### src/sv/wrsi_pkg.sv
// ----------------------------------------------------------------------------
// wrsi_pkg
// shared widths, constants, state types and control structs of the wilder
// rsi stream block
// ----------------------------------------------------------------------------
package wrsi_pkg;

  localparam int PRICE_BITS  = 32;
  localparam int FRAC_BITS   = 16;
  localparam int PERIOD_BITS = 10;
  localparam int AVG_BITS    = PRICE_BITS + FRAC_BITS + PERIOD_BITS;
  localparam int WORD_BITS   = 64;
  localparam int CNT_BITS    = $clog2(WORD_BITS);
  // 100 fits in seven bits
  localparam int SCALE_BITS  = 7;
  localparam int RSI_BITS    = SCALE_BITS + FRAC_BITS;
  localparam int NUM_BITS    = AVG_BITS + SCALE_BITS;
  localparam int QCNT_BITS   = $clog2(RSI_BITS);

  localparam logic [PERIOD_BITS-1:0] PERIOD_RESET = PERIOD_BITS'(14);
  localparam logic [RSI_BITS-1:0]    RSI_FULL     = RSI_BITS'(100 << FRAC_BITS);
  localparam logic [RSI_BITS-1:0]    RSI_HALF     = RSI_BITS'(50 << FRAC_BITS);

  typedef enum logic [2:0] {
    S_IDLE,
    S_PREP,
    S_MUL,
    S_DIV,
    S_POST,
    S_RATIO,
    S_OUT
  } state_e;

  typedef enum logic [1:0] {
    R_IDLE,
    R_SCALE,
    R_DIV
  } ratio_e;

  typedef struct packed {
    logic load;
    logic mul;
    logic div;
  } lane_ctrl_t;

endpackage

### src/sv/wrsi_in_if.sv
// ----------------------------------------------------------------------------
// wrsi_in_if
// price request channel: valid, ready and one unsigned price
// ----------------------------------------------------------------------------
interface wrsi_in_if;
  logic                            valid;
  logic                            ready;
  logic [wrsi_pkg::PRICE_BITS-1:0] price;

  modport source (output valid, output price, input ready);
  modport sink   (input valid, input price, output ready);
endinterface

### src/sv/wrsi_out_if.sv
// ----------------------------------------------------------------------------
// wrsi_out_if
// result request channel: valid, ready, rsi value and warm-up flag
// ----------------------------------------------------------------------------
interface wrsi_out_if;
  logic                          valid;
  logic                          ready;
  logic [wrsi_pkg::RSI_BITS-1:0] rsi;
  logic                          warmed_up;

  modport source (output valid, output rsi, output warmed_up, input ready);
  modport sink   (input valid, input rsi, input warmed_up, output ready);
endinterface

### src/sv/wilder_rsi_stream.sv
// ----------------------------------------------------------------------------
// wilder_rsi_stream
// streaming wilder relative strength index over unsigned price ticks
// ----------------------------------------------------------------------------
// One price request in, one result request out. The first price after reset
// goes from S_PREP straight to S_OUT. Every later price runs through two
// bit-serial lanes (gain and loss), each with one 64-bit shift register:
// lsb-first multiply-accumulate, then msb-first restoring divide by the
// period (by one while still below the period). Once warmed up with a nonzero
// average loss, the ratio unit then forms the 23 quotient bits after a setup
// step. A price is taken only while the block is idle; a finished result
// waits in the output register without holding off the next price. The user
// must write the period register with cfg_we_i only while idle; the block
// itself does not enforce it. Zero acts as one.
// ----------------------------------------------------------------------------
module wilder_rsi_stream (
  input  logic                              clk_i,
  input  logic                              rst_ni,
  wrsi_in_if.sink                           in_i,
  wrsi_out_if.source                        out_o,
  input  logic                              cfg_we_i,
  input  logic [wrsi_pkg::PERIOD_BITS-1:0]  cfg_data_i
);

  wrsi_pkg::state_e                   state_q, state_d;
  logic [wrsi_pkg::CNT_BITS-1:0]      cnt_q, cnt_d;
  logic [wrsi_pkg::PERIOD_BITS-1:0]   period_q;
  logic                               seen_q;
  logic [wrsi_pkg::PRICE_BITS-1:0]    prev_q;
  logic [wrsi_pkg::PERIOD_BITS-1:0]   count_q;
  logic [wrsi_pkg::AVG_BITS-1:0]      gain_avg_q;
  logic [wrsi_pkg::AVG_BITS-1:0]      loss_avg_q;
  logic                               out_valid_q;

  logic [wrsi_pkg::PRICE_BITS-1:0]    price_q;
  logic [wrsi_pkg::PRICE_BITS-1:0]    delta_q;
  logic                               up_q;
  logic                               warm_q;
  logic [wrsi_pkg::RSI_BITS-1:0]      res_rsi_q;
  logic                               res_warm_q;
  logic [wrsi_pkg::RSI_BITS-1:0]      out_rsi_q;
  logic                               out_warm_q;

  logic                               accept;
  logic [wrsi_pkg::PERIOD_BITS-1:0]   period_eff;
  logic [wrsi_pkg::PERIOD_BITS:0]     count_nx;
  logic                               below;
  logic                               above;
  logic [wrsi_pkg::PERIOD_BITS-1:0]   mult;
  logic [wrsi_pkg::PERIOD_BITS-1:0]   divisor;
  logic [wrsi_pkg::PERIOD_BITS-1:0]   count_sat;
  logic                               price_up;
  logic [wrsi_pkg::PRICE_BITS-1:0]    delta;
  logic                               move_on;
  logic                               gain_bit;
  logic                               loss_bit;
  wrsi_pkg::lane_ctrl_t               lane_ctrl;
  logic [wrsi_pkg::AVG_BITS-1:0]      gain_new;
  logic [wrsi_pkg::AVG_BITS-1:0]      loss_new;
  logic                               ratio_start;
  logic                               ratio_done;
  logic [wrsi_pkg::RSI_BITS-1:0]      ratio_rsi;
  logic                               out_load;

  assign in_i.ready = (state_q == wrsi_pkg::S_IDLE);
  assign accept     = in_i.valid && in_i.ready;

  // period and warm-up bookkeeping
  always_comb begin
    period_eff = (period_q == '0) ? wrsi_pkg::PERIOD_BITS'(1) : period_q;
    count_nx   = {1'b0, count_q} + 1'b1;
    below      = (count_nx < {1'b0, period_eff});
    above      = (count_nx > {1'b0, period_eff});
    mult       = above ? (period_eff - 1'b1) : wrsi_pkg::PERIOD_BITS'(1);
    divisor    = below ? wrsi_pkg::PERIOD_BITS'(1) : period_eff;
    count_sat  = above ? period_eff : count_nx[wrsi_pkg::PERIOD_BITS-1:0];
    price_up   = (price_q > prev_q);
    delta      = price_up ? (price_q - prev_q) : (prev_q - price_q);
  end

  // move enters the lanes at bit FRAC_BITS
  always_comb begin
    move_on  = (state_q == wrsi_pkg::S_MUL)
            && (cnt_q >= wrsi_pkg::CNT_BITS'(wrsi_pkg::FRAC_BITS));
    gain_bit = move_on && up_q && delta_q[0];
    loss_bit = move_on && !up_q && delta_q[0];
  end

  always_comb begin
    state_d     = state_q;
    cnt_d       = cnt_q;
    lane_ctrl   = '0;
    ratio_start = 1'b0;
    out_load    = 1'b0;
    case (state_q)
      wrsi_pkg::S_IDLE: begin
        if (accept) begin
          state_d = wrsi_pkg::S_PREP;
        end
      end
      wrsi_pkg::S_PREP: begin
        if (!seen_q) begin
          state_d = wrsi_pkg::S_OUT;
        end else begin
          lane_ctrl.load = 1'b1;
          cnt_d          = '0;
          state_d        = wrsi_pkg::S_MUL;
        end
      end
      wrsi_pkg::S_MUL: begin
        lane_ctrl.mul = 1'b1;
        cnt_d         = cnt_q + 1'b1;
        if (&cnt_q) begin
          state_d = wrsi_pkg::S_DIV;
        end
      end
      wrsi_pkg::S_DIV: begin
        lane_ctrl.div = 1'b1;
        cnt_d         = cnt_q + 1'b1;
        if (&cnt_q) begin
          state_d = wrsi_pkg::S_POST;
        end
      end
      wrsi_pkg::S_POST: begin
        if (warm_q && (loss_new != '0)) begin
          ratio_start = 1'b1;
          state_d     = wrsi_pkg::S_RATIO;
        end else begin
          state_d = wrsi_pkg::S_OUT;
        end
      end
      wrsi_pkg::S_RATIO: begin
        if (ratio_done) begin
          state_d = wrsi_pkg::S_OUT;
        end
      end
      wrsi_pkg::S_OUT: begin
        if (!out_valid_q || out_o.ready) begin
          out_load = 1'b1;
          state_d  = wrsi_pkg::S_IDLE;
        end
      end
      default: begin
        state_d = wrsi_pkg::S_IDLE;
      end
    endcase
  end

  always_ff @(posedge clk_i or negedge rst_ni) begin
    if (!rst_ni) begin
      state_q     <= wrsi_pkg::S_IDLE;
      cnt_q       <= '0;
      period_q    <= wrsi_pkg::PERIOD_RESET;
      seen_q      <= 1'b0;
      prev_q      <= '0;
      count_q     <= '0;
      gain_avg_q  <= '0;
      loss_avg_q  <= '0;
      out_valid_q <= 1'b0;
    end else begin
      state_q <= state_d;
      cnt_q   <= cnt_d;
      if (cfg_we_i) begin
        period_q <= cfg_data_i;
      end
      if (state_q == wrsi_pkg::S_PREP) begin
        seen_q <= 1'b1;
        prev_q <= price_q;
        if (seen_q) begin
          count_q <= count_sat;
        end
      end
      if (state_q == wrsi_pkg::S_POST) begin
        gain_avg_q <= gain_new;
        loss_avg_q <= loss_new;
      end
      out_valid_q <= out_load || (out_valid_q && !out_o.ready);
    end
  end

  always_ff @(posedge clk_i) begin
    if (accept) begin
      price_q <= in_i.price;
    end
    if (state_q == wrsi_pkg::S_PREP) begin
      up_q    <= price_up;
      delta_q <= delta;
      warm_q  <= !below;
      if (!seen_q) begin
        res_rsi_q  <= wrsi_pkg::RSI_HALF;
        res_warm_q <= 1'b0;
      end
    end
    if (move_on) begin
      delta_q <= delta_q >> 1;
    end
    if (state_q == wrsi_pkg::S_POST) begin
      if (!warm_q) begin
        res_rsi_q  <= wrsi_pkg::RSI_HALF;
        res_warm_q <= 1'b0;
      end else if (loss_new == '0) begin
        res_rsi_q  <= wrsi_pkg::RSI_FULL;
        res_warm_q <= 1'b1;
      end
    end
    if ((state_q == wrsi_pkg::S_RATIO) && ratio_done) begin
      res_rsi_q  <= ratio_rsi;
      res_warm_q <= 1'b1;
    end
    if (out_load) begin
      out_rsi_q  <= res_rsi_q;
      out_warm_q <= res_warm_q;
    end
  end

  wrsi_lane u_gain_lane (
    .clk_i      (clk_i),
    .ctrl_i     (lane_ctrl),
    .mult_i     (mult),
    .div_i      (divisor),
    .avg_i      (gain_avg_q),
    .move_bit_i (gain_bit),
    .avg_o      (gain_new)
  );

  wrsi_lane u_loss_lane (
    .clk_i      (clk_i),
    .ctrl_i     (lane_ctrl),
    .mult_i     (mult),
    .div_i      (divisor),
    .avg_i      (loss_avg_q),
    .move_bit_i (loss_bit),
    .avg_o      (loss_new)
  );

  wrsi_ratio u_ratio (
    .clk_i   (clk_i),
    .rst_ni  (rst_ni),
    .start_i (ratio_start),
    .gain_i  (gain_new),
    .loss_i  (loss_new),
    .done_o  (ratio_done),
    .rsi_o   (ratio_rsi)
  );

  assign out_o.valid     = out_valid_q;
  assign out_o.rsi       = out_rsi_q;
  assign out_o.warmed_up = out_warm_q;

endmodule

### src/sv/wrsi_lane.sv
// ----------------------------------------------------------------------------
// wrsi_lane
// one average lane: bit-serial multiply-accumulate (lsb first) followed by a
// bit-serial restoring divide by the period (msb first) in one shift register
// ----------------------------------------------------------------------------
module wrsi_lane (
  input  logic                                clk_i,
  input  wrsi_pkg::lane_ctrl_t                ctrl_i,
  input  logic [wrsi_pkg::PERIOD_BITS-1:0]    mult_i,
  input  logic [wrsi_pkg::PERIOD_BITS-1:0]    div_i,
  input  logic [wrsi_pkg::AVG_BITS-1:0]       avg_i,
  input  logic                                move_bit_i,
  output logic [wrsi_pkg::AVG_BITS-1:0]       avg_o
);

  logic [wrsi_pkg::WORD_BITS-1:0]   sr_q;
  logic [wrsi_pkg::PERIOD_BITS-1:0] mult_q;
  logic [wrsi_pkg::PERIOD_BITS-1:0] div_q;
  logic [wrsi_pkg::PERIOD_BITS-1:0] acc_q;
  logic [wrsi_pkg::PERIOD_BITS-1:0] rem_q;
  logic [wrsi_pkg::PERIOD_BITS:0]   sum;
  logic [wrsi_pkg::PERIOD_BITS:0]   trial;
  logic [wrsi_pkg::PERIOD_BITS:0]   diff;
  logic                             ge;

  always_comb begin
    sum   = {1'b0, acc_q}
          + (sr_q[0] ? {1'b0, mult_q} : '0)
          + {{wrsi_pkg::PERIOD_BITS{1'b0}}, move_bit_i};
    trial = {rem_q, sr_q[wrsi_pkg::WORD_BITS-1]};
    ge    = (trial >= {1'b0, div_q});
    diff  = trial - {1'b0, div_q};
  end

  always_ff @(posedge clk_i) begin
    if (ctrl_i.load) begin
      sr_q   <= {{(wrsi_pkg::WORD_BITS - wrsi_pkg::AVG_BITS){1'b0}}, avg_i};
      mult_q <= mult_i;
      div_q  <= div_i;
      acc_q  <= '0;
      rem_q  <= '0;
    end else if (ctrl_i.mul) begin
      // product bit leaves the running sum, enters at the top
      sr_q  <= {sum[0], sr_q[wrsi_pkg::WORD_BITS-1:1]};
      acc_q <= sum[wrsi_pkg::PERIOD_BITS:1];
    end else if (ctrl_i.div) begin
      sr_q  <= {sr_q[wrsi_pkg::WORD_BITS-2:0], ge};
      rem_q <= ge ? diff[wrsi_pkg::PERIOD_BITS-1:0] : trial[wrsi_pkg::PERIOD_BITS-1:0];
    end
  end

  assign avg_o = sr_q[wrsi_pkg::AVG_BITS-1:0];

endmodule

### src/sv/wrsi_ratio.sv
// ----------------------------------------------------------------------------
// wrsi_ratio
// scaled ratio 100 * 2^16 * gain / (gain + loss), one quotient bit per cycle
// ----------------------------------------------------------------------------
module wrsi_ratio (
  input  logic                             clk_i,
  input  logic                             rst_ni,
  input  logic                             start_i,
  input  logic [wrsi_pkg::AVG_BITS-1:0]    gain_i,
  input  logic [wrsi_pkg::AVG_BITS-1:0]    loss_i,
  output logic                             done_o,
  output logic [wrsi_pkg::RSI_BITS-1:0]    rsi_o
);

  wrsi_pkg::ratio_e                  state_q, state_d;
  logic [wrsi_pkg::QCNT_BITS-1:0]    cnt_q, cnt_d;
  logic                              done_q, done_d;
  logic [wrsi_pkg::AVG_BITS-1:0]     gain_q;
  logic [wrsi_pkg::AVG_BITS:0]       den_q;
  logic [wrsi_pkg::NUM_BITS-1:0]     part_q;
  logic [wrsi_pkg::AVG_BITS:0]       rem_q;
  logic [wrsi_pkg::RSI_BITS-1:0]     num_q;
  logic [wrsi_pkg::RSI_BITS-1:0]     quo_q;
  logic [wrsi_pkg::NUM_BITS-1:0]     gain_ext;
  logic [wrsi_pkg::NUM_BITS-1:0]     scaled;
  logic [wrsi_pkg::AVG_BITS+1:0]     trial;
  logic [wrsi_pkg::AVG_BITS+1:0]     diff;
  logic                              ge;

  always_comb begin
    gain_ext = {{(wrsi_pkg::NUM_BITS - wrsi_pkg::AVG_BITS){1'b0}}, gain_i};
    // 100 = 64 + 32 + 4
    scaled   = part_q + {{(wrsi_pkg::NUM_BITS - wrsi_pkg::AVG_BITS - 2){1'b0}}, gain_q, 2'b00};
    trial    = {rem_q, num_q[wrsi_pkg::RSI_BITS-1]};
    ge       = (trial >= {1'b0, den_q});
    diff     = trial - {1'b0, den_q};
  end

  always_comb begin
    state_d = state_q;
    cnt_d   = cnt_q;
    done_d  = 1'b0;
    case (state_q)
      wrsi_pkg::R_IDLE: begin
        if (start_i) begin
          state_d = wrsi_pkg::R_SCALE;
        end
      end
      wrsi_pkg::R_SCALE: begin
        cnt_d   = '0;
        state_d = wrsi_pkg::R_DIV;
      end
      wrsi_pkg::R_DIV: begin
        cnt_d = cnt_q + 1'b1;
        if (cnt_q == wrsi_pkg::QCNT_BITS'(wrsi_pkg::RSI_BITS - 1)) begin
          done_d  = 1'b1;
          state_d = wrsi_pkg::R_IDLE;
        end
      end
      default: begin
        state_d = wrsi_pkg::R_IDLE;
      end
    endcase
  end

  always_ff @(posedge clk_i or negedge rst_ni) begin
    if (!rst_ni) begin
      state_q <= wrsi_pkg::R_IDLE;
      cnt_q   <= '0;
      done_q  <= 1'b0;
    end else begin
      state_q <= state_d;
      cnt_q   <= cnt_d;
      done_q  <= done_d;
    end
  end

  always_ff @(posedge clk_i) begin
    case (state_q)
      wrsi_pkg::R_IDLE: begin
        if (start_i) begin
          gain_q <= gain_i;
          den_q  <= {1'b0, gain_i} + {1'b0, loss_i};
          part_q <= (gain_ext << 6) + (gain_ext << 5);
        end
      end
      wrsi_pkg::R_SCALE: begin
        // top bits of the numerator stay below the divisor
        rem_q <= {1'b0, scaled[wrsi_pkg::NUM_BITS-1:wrsi_pkg::SCALE_BITS]};
        num_q <= {scaled[wrsi_pkg::SCALE_BITS-1:0], {wrsi_pkg::FRAC_BITS{1'b0}}};
        quo_q <= '0;
      end
      wrsi_pkg::R_DIV: begin
        rem_q <= ge ? diff[wrsi_pkg::AVG_BITS:0] : trial[wrsi_pkg::AVG_BITS:0];
        num_q <= {num_q[wrsi_pkg::RSI_BITS-2:0], 1'b0};
        quo_q <= {quo_q[wrsi_pkg::RSI_BITS-2:0], ge};
      end
      default: begin
      end
    endcase
  end

  assign done_o = done_q;
  assign rsi_o  = quo_q;

endmodule

### src/flat_wrapper.sv
// flat-port wrapper written by rule: the top's interface ports become plain ports
module wilder_rsi_stream_flat 
  (clk_i, rst_ni, cfg_we_i, cfg_data_i, in_i_valid, in_i_price, in_i_ready, out_o_valid, out_o_rsi, out_o_warmed_up, out_o_ready);
  wrsi_in_if in_i_i ();
  wrsi_out_if out_o_i ();
  input  logic clk_i;
  input  logic rst_ni;
  input  logic cfg_we_i;
  input  logic [wrsi_pkg::PERIOD_BITS-1:0] cfg_data_i;
  input wire logic [$bits(in_i_i.valid)-1:0] in_i_valid;
  input wire logic [$bits(in_i_i.price)-1:0] in_i_price;
  output wire logic [$bits(in_i_i.ready)-1:0] in_i_ready;
  output wire logic [$bits(out_o_i.valid)-1:0] out_o_valid;
  output wire logic [$bits(out_o_i.rsi)-1:0] out_o_rsi;
  output wire logic [$bits(out_o_i.warmed_up)-1:0] out_o_warmed_up;
  input wire logic [$bits(out_o_i.ready)-1:0] out_o_ready;
  assign in_i_i.valid = in_i_valid;
  assign in_i_i.price = in_i_price;
  assign in_i_ready = in_i_i.ready;
  assign out_o_valid = out_o_i.valid;
  assign out_o_rsi = out_o_i.rsi;
  assign out_o_warmed_up = out_o_i.warmed_up;
  assign out_o_i.ready = out_o_ready;
  wilder_rsi_stream u_core (.clk_i(clk_i), .rst_ni(rst_ni), .in_i(in_i_i), .out_o(out_o_i), .cfg_we_i(cfg_we_i), .cfg_data_i(cfg_data_i));
endmodule
### config.mk
export PLATFORM = sky130hd
export DESIGN_NAME = wilder_rsi_stream_flat
export DESIGN_NICKNAME = d
export VERILOG_FILES = /design/src/sv/wrsi_pkg.sv /design/src/sv/wrsi_in_if.sv /design/src/sv/wrsi_out_if.sv /design/src/sv/wilder_rsi_stream.sv /design/src/sv/wrsi_lane.sv /design/src/sv/wrsi_ratio.sv /design/src/flat_wrapper.sv
export SDC_FILE = /design/constraint.sdc
export NUM_CORES = 2
export LEC_CHECK = 0
export ABC_AREA = 0
export BUFFER_PORTS_ARGS = -buffer_cell sky130_fd_sc_hd__buf_4
export CAP_MARGIN = 10
export CORE_MARGIN = 1.5
export CORE_UTILIZATION = 60
export CTS_BUF_LIST = sky130_fd_sc_hd__clkbuf_8
export DETAILED_ROUTE_END_ITERATION = 10
export PLACE_DENSITY = 0.83
export SYNTH_ARGS = -nofsm -noshare
export SYNTH_HDL_FRONTEND = slang
export SYNTH_HIERARCHICAL = 1
export SYNTH_SLANG_ARGS = --single-unit
### constraint.sdc
create_clock -name clk_i -period 5.7 [get_ports clk_i]
set_input_delay 0.855 -clock clk_i [delete_from_list [all_inputs] [get_ports clk_i]]
set_output_delay 0.855 -clock clk_i [all_outputs]
set_load 0.05 [all_outputs]
==> results.yml <==
status:
  status: "finished clean"
sta:
  finalSetupTns_ps: 0
  fin_skew_ps: 46.71
  setup_viol: 0
  tightest_slew_ps: 1148
  post-route-min-period_ps: 4422
  post-route-period-util: 0.7758
  fmax_mhz: 226.1
  hold_violations: 0
  drv_slew: 0
  relSlewSlack: 0.2346
  finalWorstSetupSlack_ps: 1278
  rsz0062_at_grt: "false"
logic_synthesis:
  synth_top_area_share: 0.3025
  async_flop_share: 0.2422
  synthTopCellsByArea: "edfxtp_1, dfrtp_1, ha_1, a21oi_1, o21ai_0"
  yosys.area.top_type: "edfxtp_1"
  synthCells: 5180
  ys_warn_count: 6
  synth.distinct_cells: 109
  synth_seq_cells: 772
  syn_avg_cell_area_sq_um: 9.737
  synth_nets: 5590
  yosys_most_used_dff: "edfxtp_1"
  synth_edf_count: 508
  synth.cell_area_sq_um: 50440
  synth-seq-area-share: 0.4259
routing:
  ant_nets: 0
  wl_um: 117000
  drt-pass1-iter-count: 6
  wire_per_inst_um: 18.75
  drc_errors: 0
  via_per_inst: 6.225
  via_count: 38860
  first_iter_violations: 3664
grt:
  grt_pass1_vias: 37170
  grt_max_degree: 221
  grt_pass1_wl_um: 189200
  antenna_found_initial: 1
  grt_remaining_overflow: 0
  grt_usage: 0.2684
critical_path:
  cp_max_fo: 9
  crit_path_top_delay_cell: "edfxtp_1"
  cpLargestDelayFamily: "compound AO/OA/AOI/OAI gates"
  cp.arrival_ps: 4960
  worstPathRequired_ps: 6240
  setup.worst_path.end_class: "flop"
  startpoint_type: "flop"
  path_buf_inv: 0
  crit_path_max_incr_delay_ps: 570
  reg2regPathDepth: 12
  cp_cell_sequence: "ha_1, fa_1, a211oi_1, o211ai_1, a21oi_1, nor2_1, o41ai_2, o41ai_2, a211oi_2, o211ai_1, a311oi_2, xor2_1"
  setup.worst_path.class: "reg2reg"
  cp_num_cells: 12
placed_design:
  preCtsSetupSlack_ps: 1310
  dp_hpwl_um: 83890
  gp_congestion: 1.010
  port_buffers: 72
clocking:
  path_clk_slew_ps: 70
  clk_latency_ps: 820
  cts_buffers: 131
  cts_root_buf: "clkbuf_8"
  tritoncts: "yes"
  cts_setup_buffers: 0
  cts_buffer_depth: 3
  cts_max_level: 4
  hold_buffers: 0
  cts_resized: 0
  clock_sinks: 772
cells_and_area:
  final_net_count: 5462
  regArea_sq_um: 21480
  multi_input_area_sq_um: 26100
  drive_gt1_frac: 0.09632
  nFillCells: 6457
  syn2layout_area_growth_pct: 5.941
floorplanning:
  rows: 106
  ios: 73
  dieHeight_um: 292.9
  start_util: 0.6046
  die_area_sq_um: 85810
  core_area_sq_um: 83420
  die-width_um: 292.9
job:
  cap_violations: 0
hold_path:
  hp-class: "in2async"
-- layout make-up --
class                      instances  area share
timing repair buffer             100     0.01531
sequential                       772      0.4020
tap                             1080     0.02529
clock inverter                   102     0.01424
clock buffer                     139     0.03580
inverter                         265     0.01876
multi-input combinational       3782      0.4885
antenna                            2  0.00009367
-- cell usage after synthesis, types with 84 or more instances --
| cell | n |
|---|---|
| ha_1 | 351 |
| nand3_1 | 87 |
| nand4_1 | 84 |
| buf_4 | 131 |
| a21oi_1 | 489 |
| edfxtp_1 | 508 |
| nor2_1 | 321 |
| o21ai_0 | 400 |
| dfrtp_1 | 184 |
| xor2_1 | 103 |
| clkbuf_1 | 177 |
| mux2i_1 | 161 |
| xnor2_1 | 161 |
| inv_1 | 263 |
| a21o_1 | 180 |
| nand2_1 | 443 |
| mux2_2 | 127 |
-- kinds of logic (layout without fill, tap and decap cells) --
kind of cell / count (synthesis) / after routing / share of synthesized area
mux: 289 / 289 / 0.06061
compound gates: 1542 / 1542 / 0.1930
buf+inv: 626 / 606 / 0.05807
simple gates: 1324 / 1324 / 0.1248
xor+xnor: 264 / 264 / 0.04584
flops: 772 / 772 / 0.4259
other cells: 0 / 2 / 0
fa+ha+maj: 363 / 363 / 0.09184
-- routing by layer --
layer | global-route usage | vias to the layer above | wire length [um]
met1 | 0.3775 | 18700 | 52680
met2 | 0.4215 | 1321 | 53570
met5 | 0 | - | 0
met3 | 0.03744 | 224 | 7139
met4 | 0.1043 | 0 | 3613
li1 | - | 18610 | -
-- worst register-to-register path: cells and delay by family (launching register included) --
family / cells / cell delay, ps
AND/OR/NAND/NOR: 1 / 100
adder cells (fa/ha/maj): 2 / 740
flip-flops: 1 / 570
AO/OA/AOI/OAI: 8 / 2640
XOR/XNOR: 1 / 120
-- placed cells by master, fill, tap and decap left out, types with 63 or more instances in the layout --
master,Yosys,routed
a21o_1,180,180
a21oi_1,489,489
and2_1,64,63
buf_4,131,93
clkbuf_8,0,140
dfrtp_1,184,184
dfxtp_1,77,77
edfxtp_1,508,508
ha_1,351,349
inv_1,263,303
mux2_2,127,127
mux2i_1,161,161
nand2_1,443,443
nand3_1,87,87
nand4_1,84,84
nor2_1,321,318
nor3_1,76,75
o21ai_0,400,399
xnor2_1,161,161
xor2_1,103,103
-- metrics by stage --
step                std cells  cell area [sq um]  hold WS, ps    util
floorplan                5180              50440        408.2       -
global placement         5997              50730        413.7  0.6081
detailed placement       5997              50730        419.4  0.6081
CTS                      6238              53400        29.84  0.6401
global route             6242              53430        89.70  0.6405
finish                   6242              53430        49.62  0.6405
-- sequential cells by signal, summed over array words and instances, names as in the netlist, 58 cells and up --
name and flops:
u_core/u_ratio/den_q 59, u_core/u_ratio/gain_q 58, u_core/u_ratio/part_q 59, u_core/u_gain_lane/sr_q 64
u_core/u_loss_lane/sr_q 64, u_core/loss_avg_q 58, u_core/u_ratio/rem_q 59, u_core/gain_avg_q 58
-- final timing paths --
kind | startpoint | end | slack [ps]
worst max-delay path | u_core/u_gain_lane/sr_q[1] | u_core/u_ratio/part_q[62] | 1280
worst min-delay path | rst_ni | u_core/period_q[0] | 50
worst max register to register | u_core/u_gain_lane/sr_q[1] | u_core/u_ratio/part_q[62] | 1280
worst min register to register | u_core/res_rsi_q[2] | u_core/out_o.rsi[2] | 440
max in group asynchronous | rst_ni | u_core/gain_avg_q[23] | 4380
min in group clk_i | in_i_price[11] | u_core/price_q[11] | 210
Power is not shown: default switching activity piles up to over one toggle a cycle in this logic, so the estimate is an artifact.
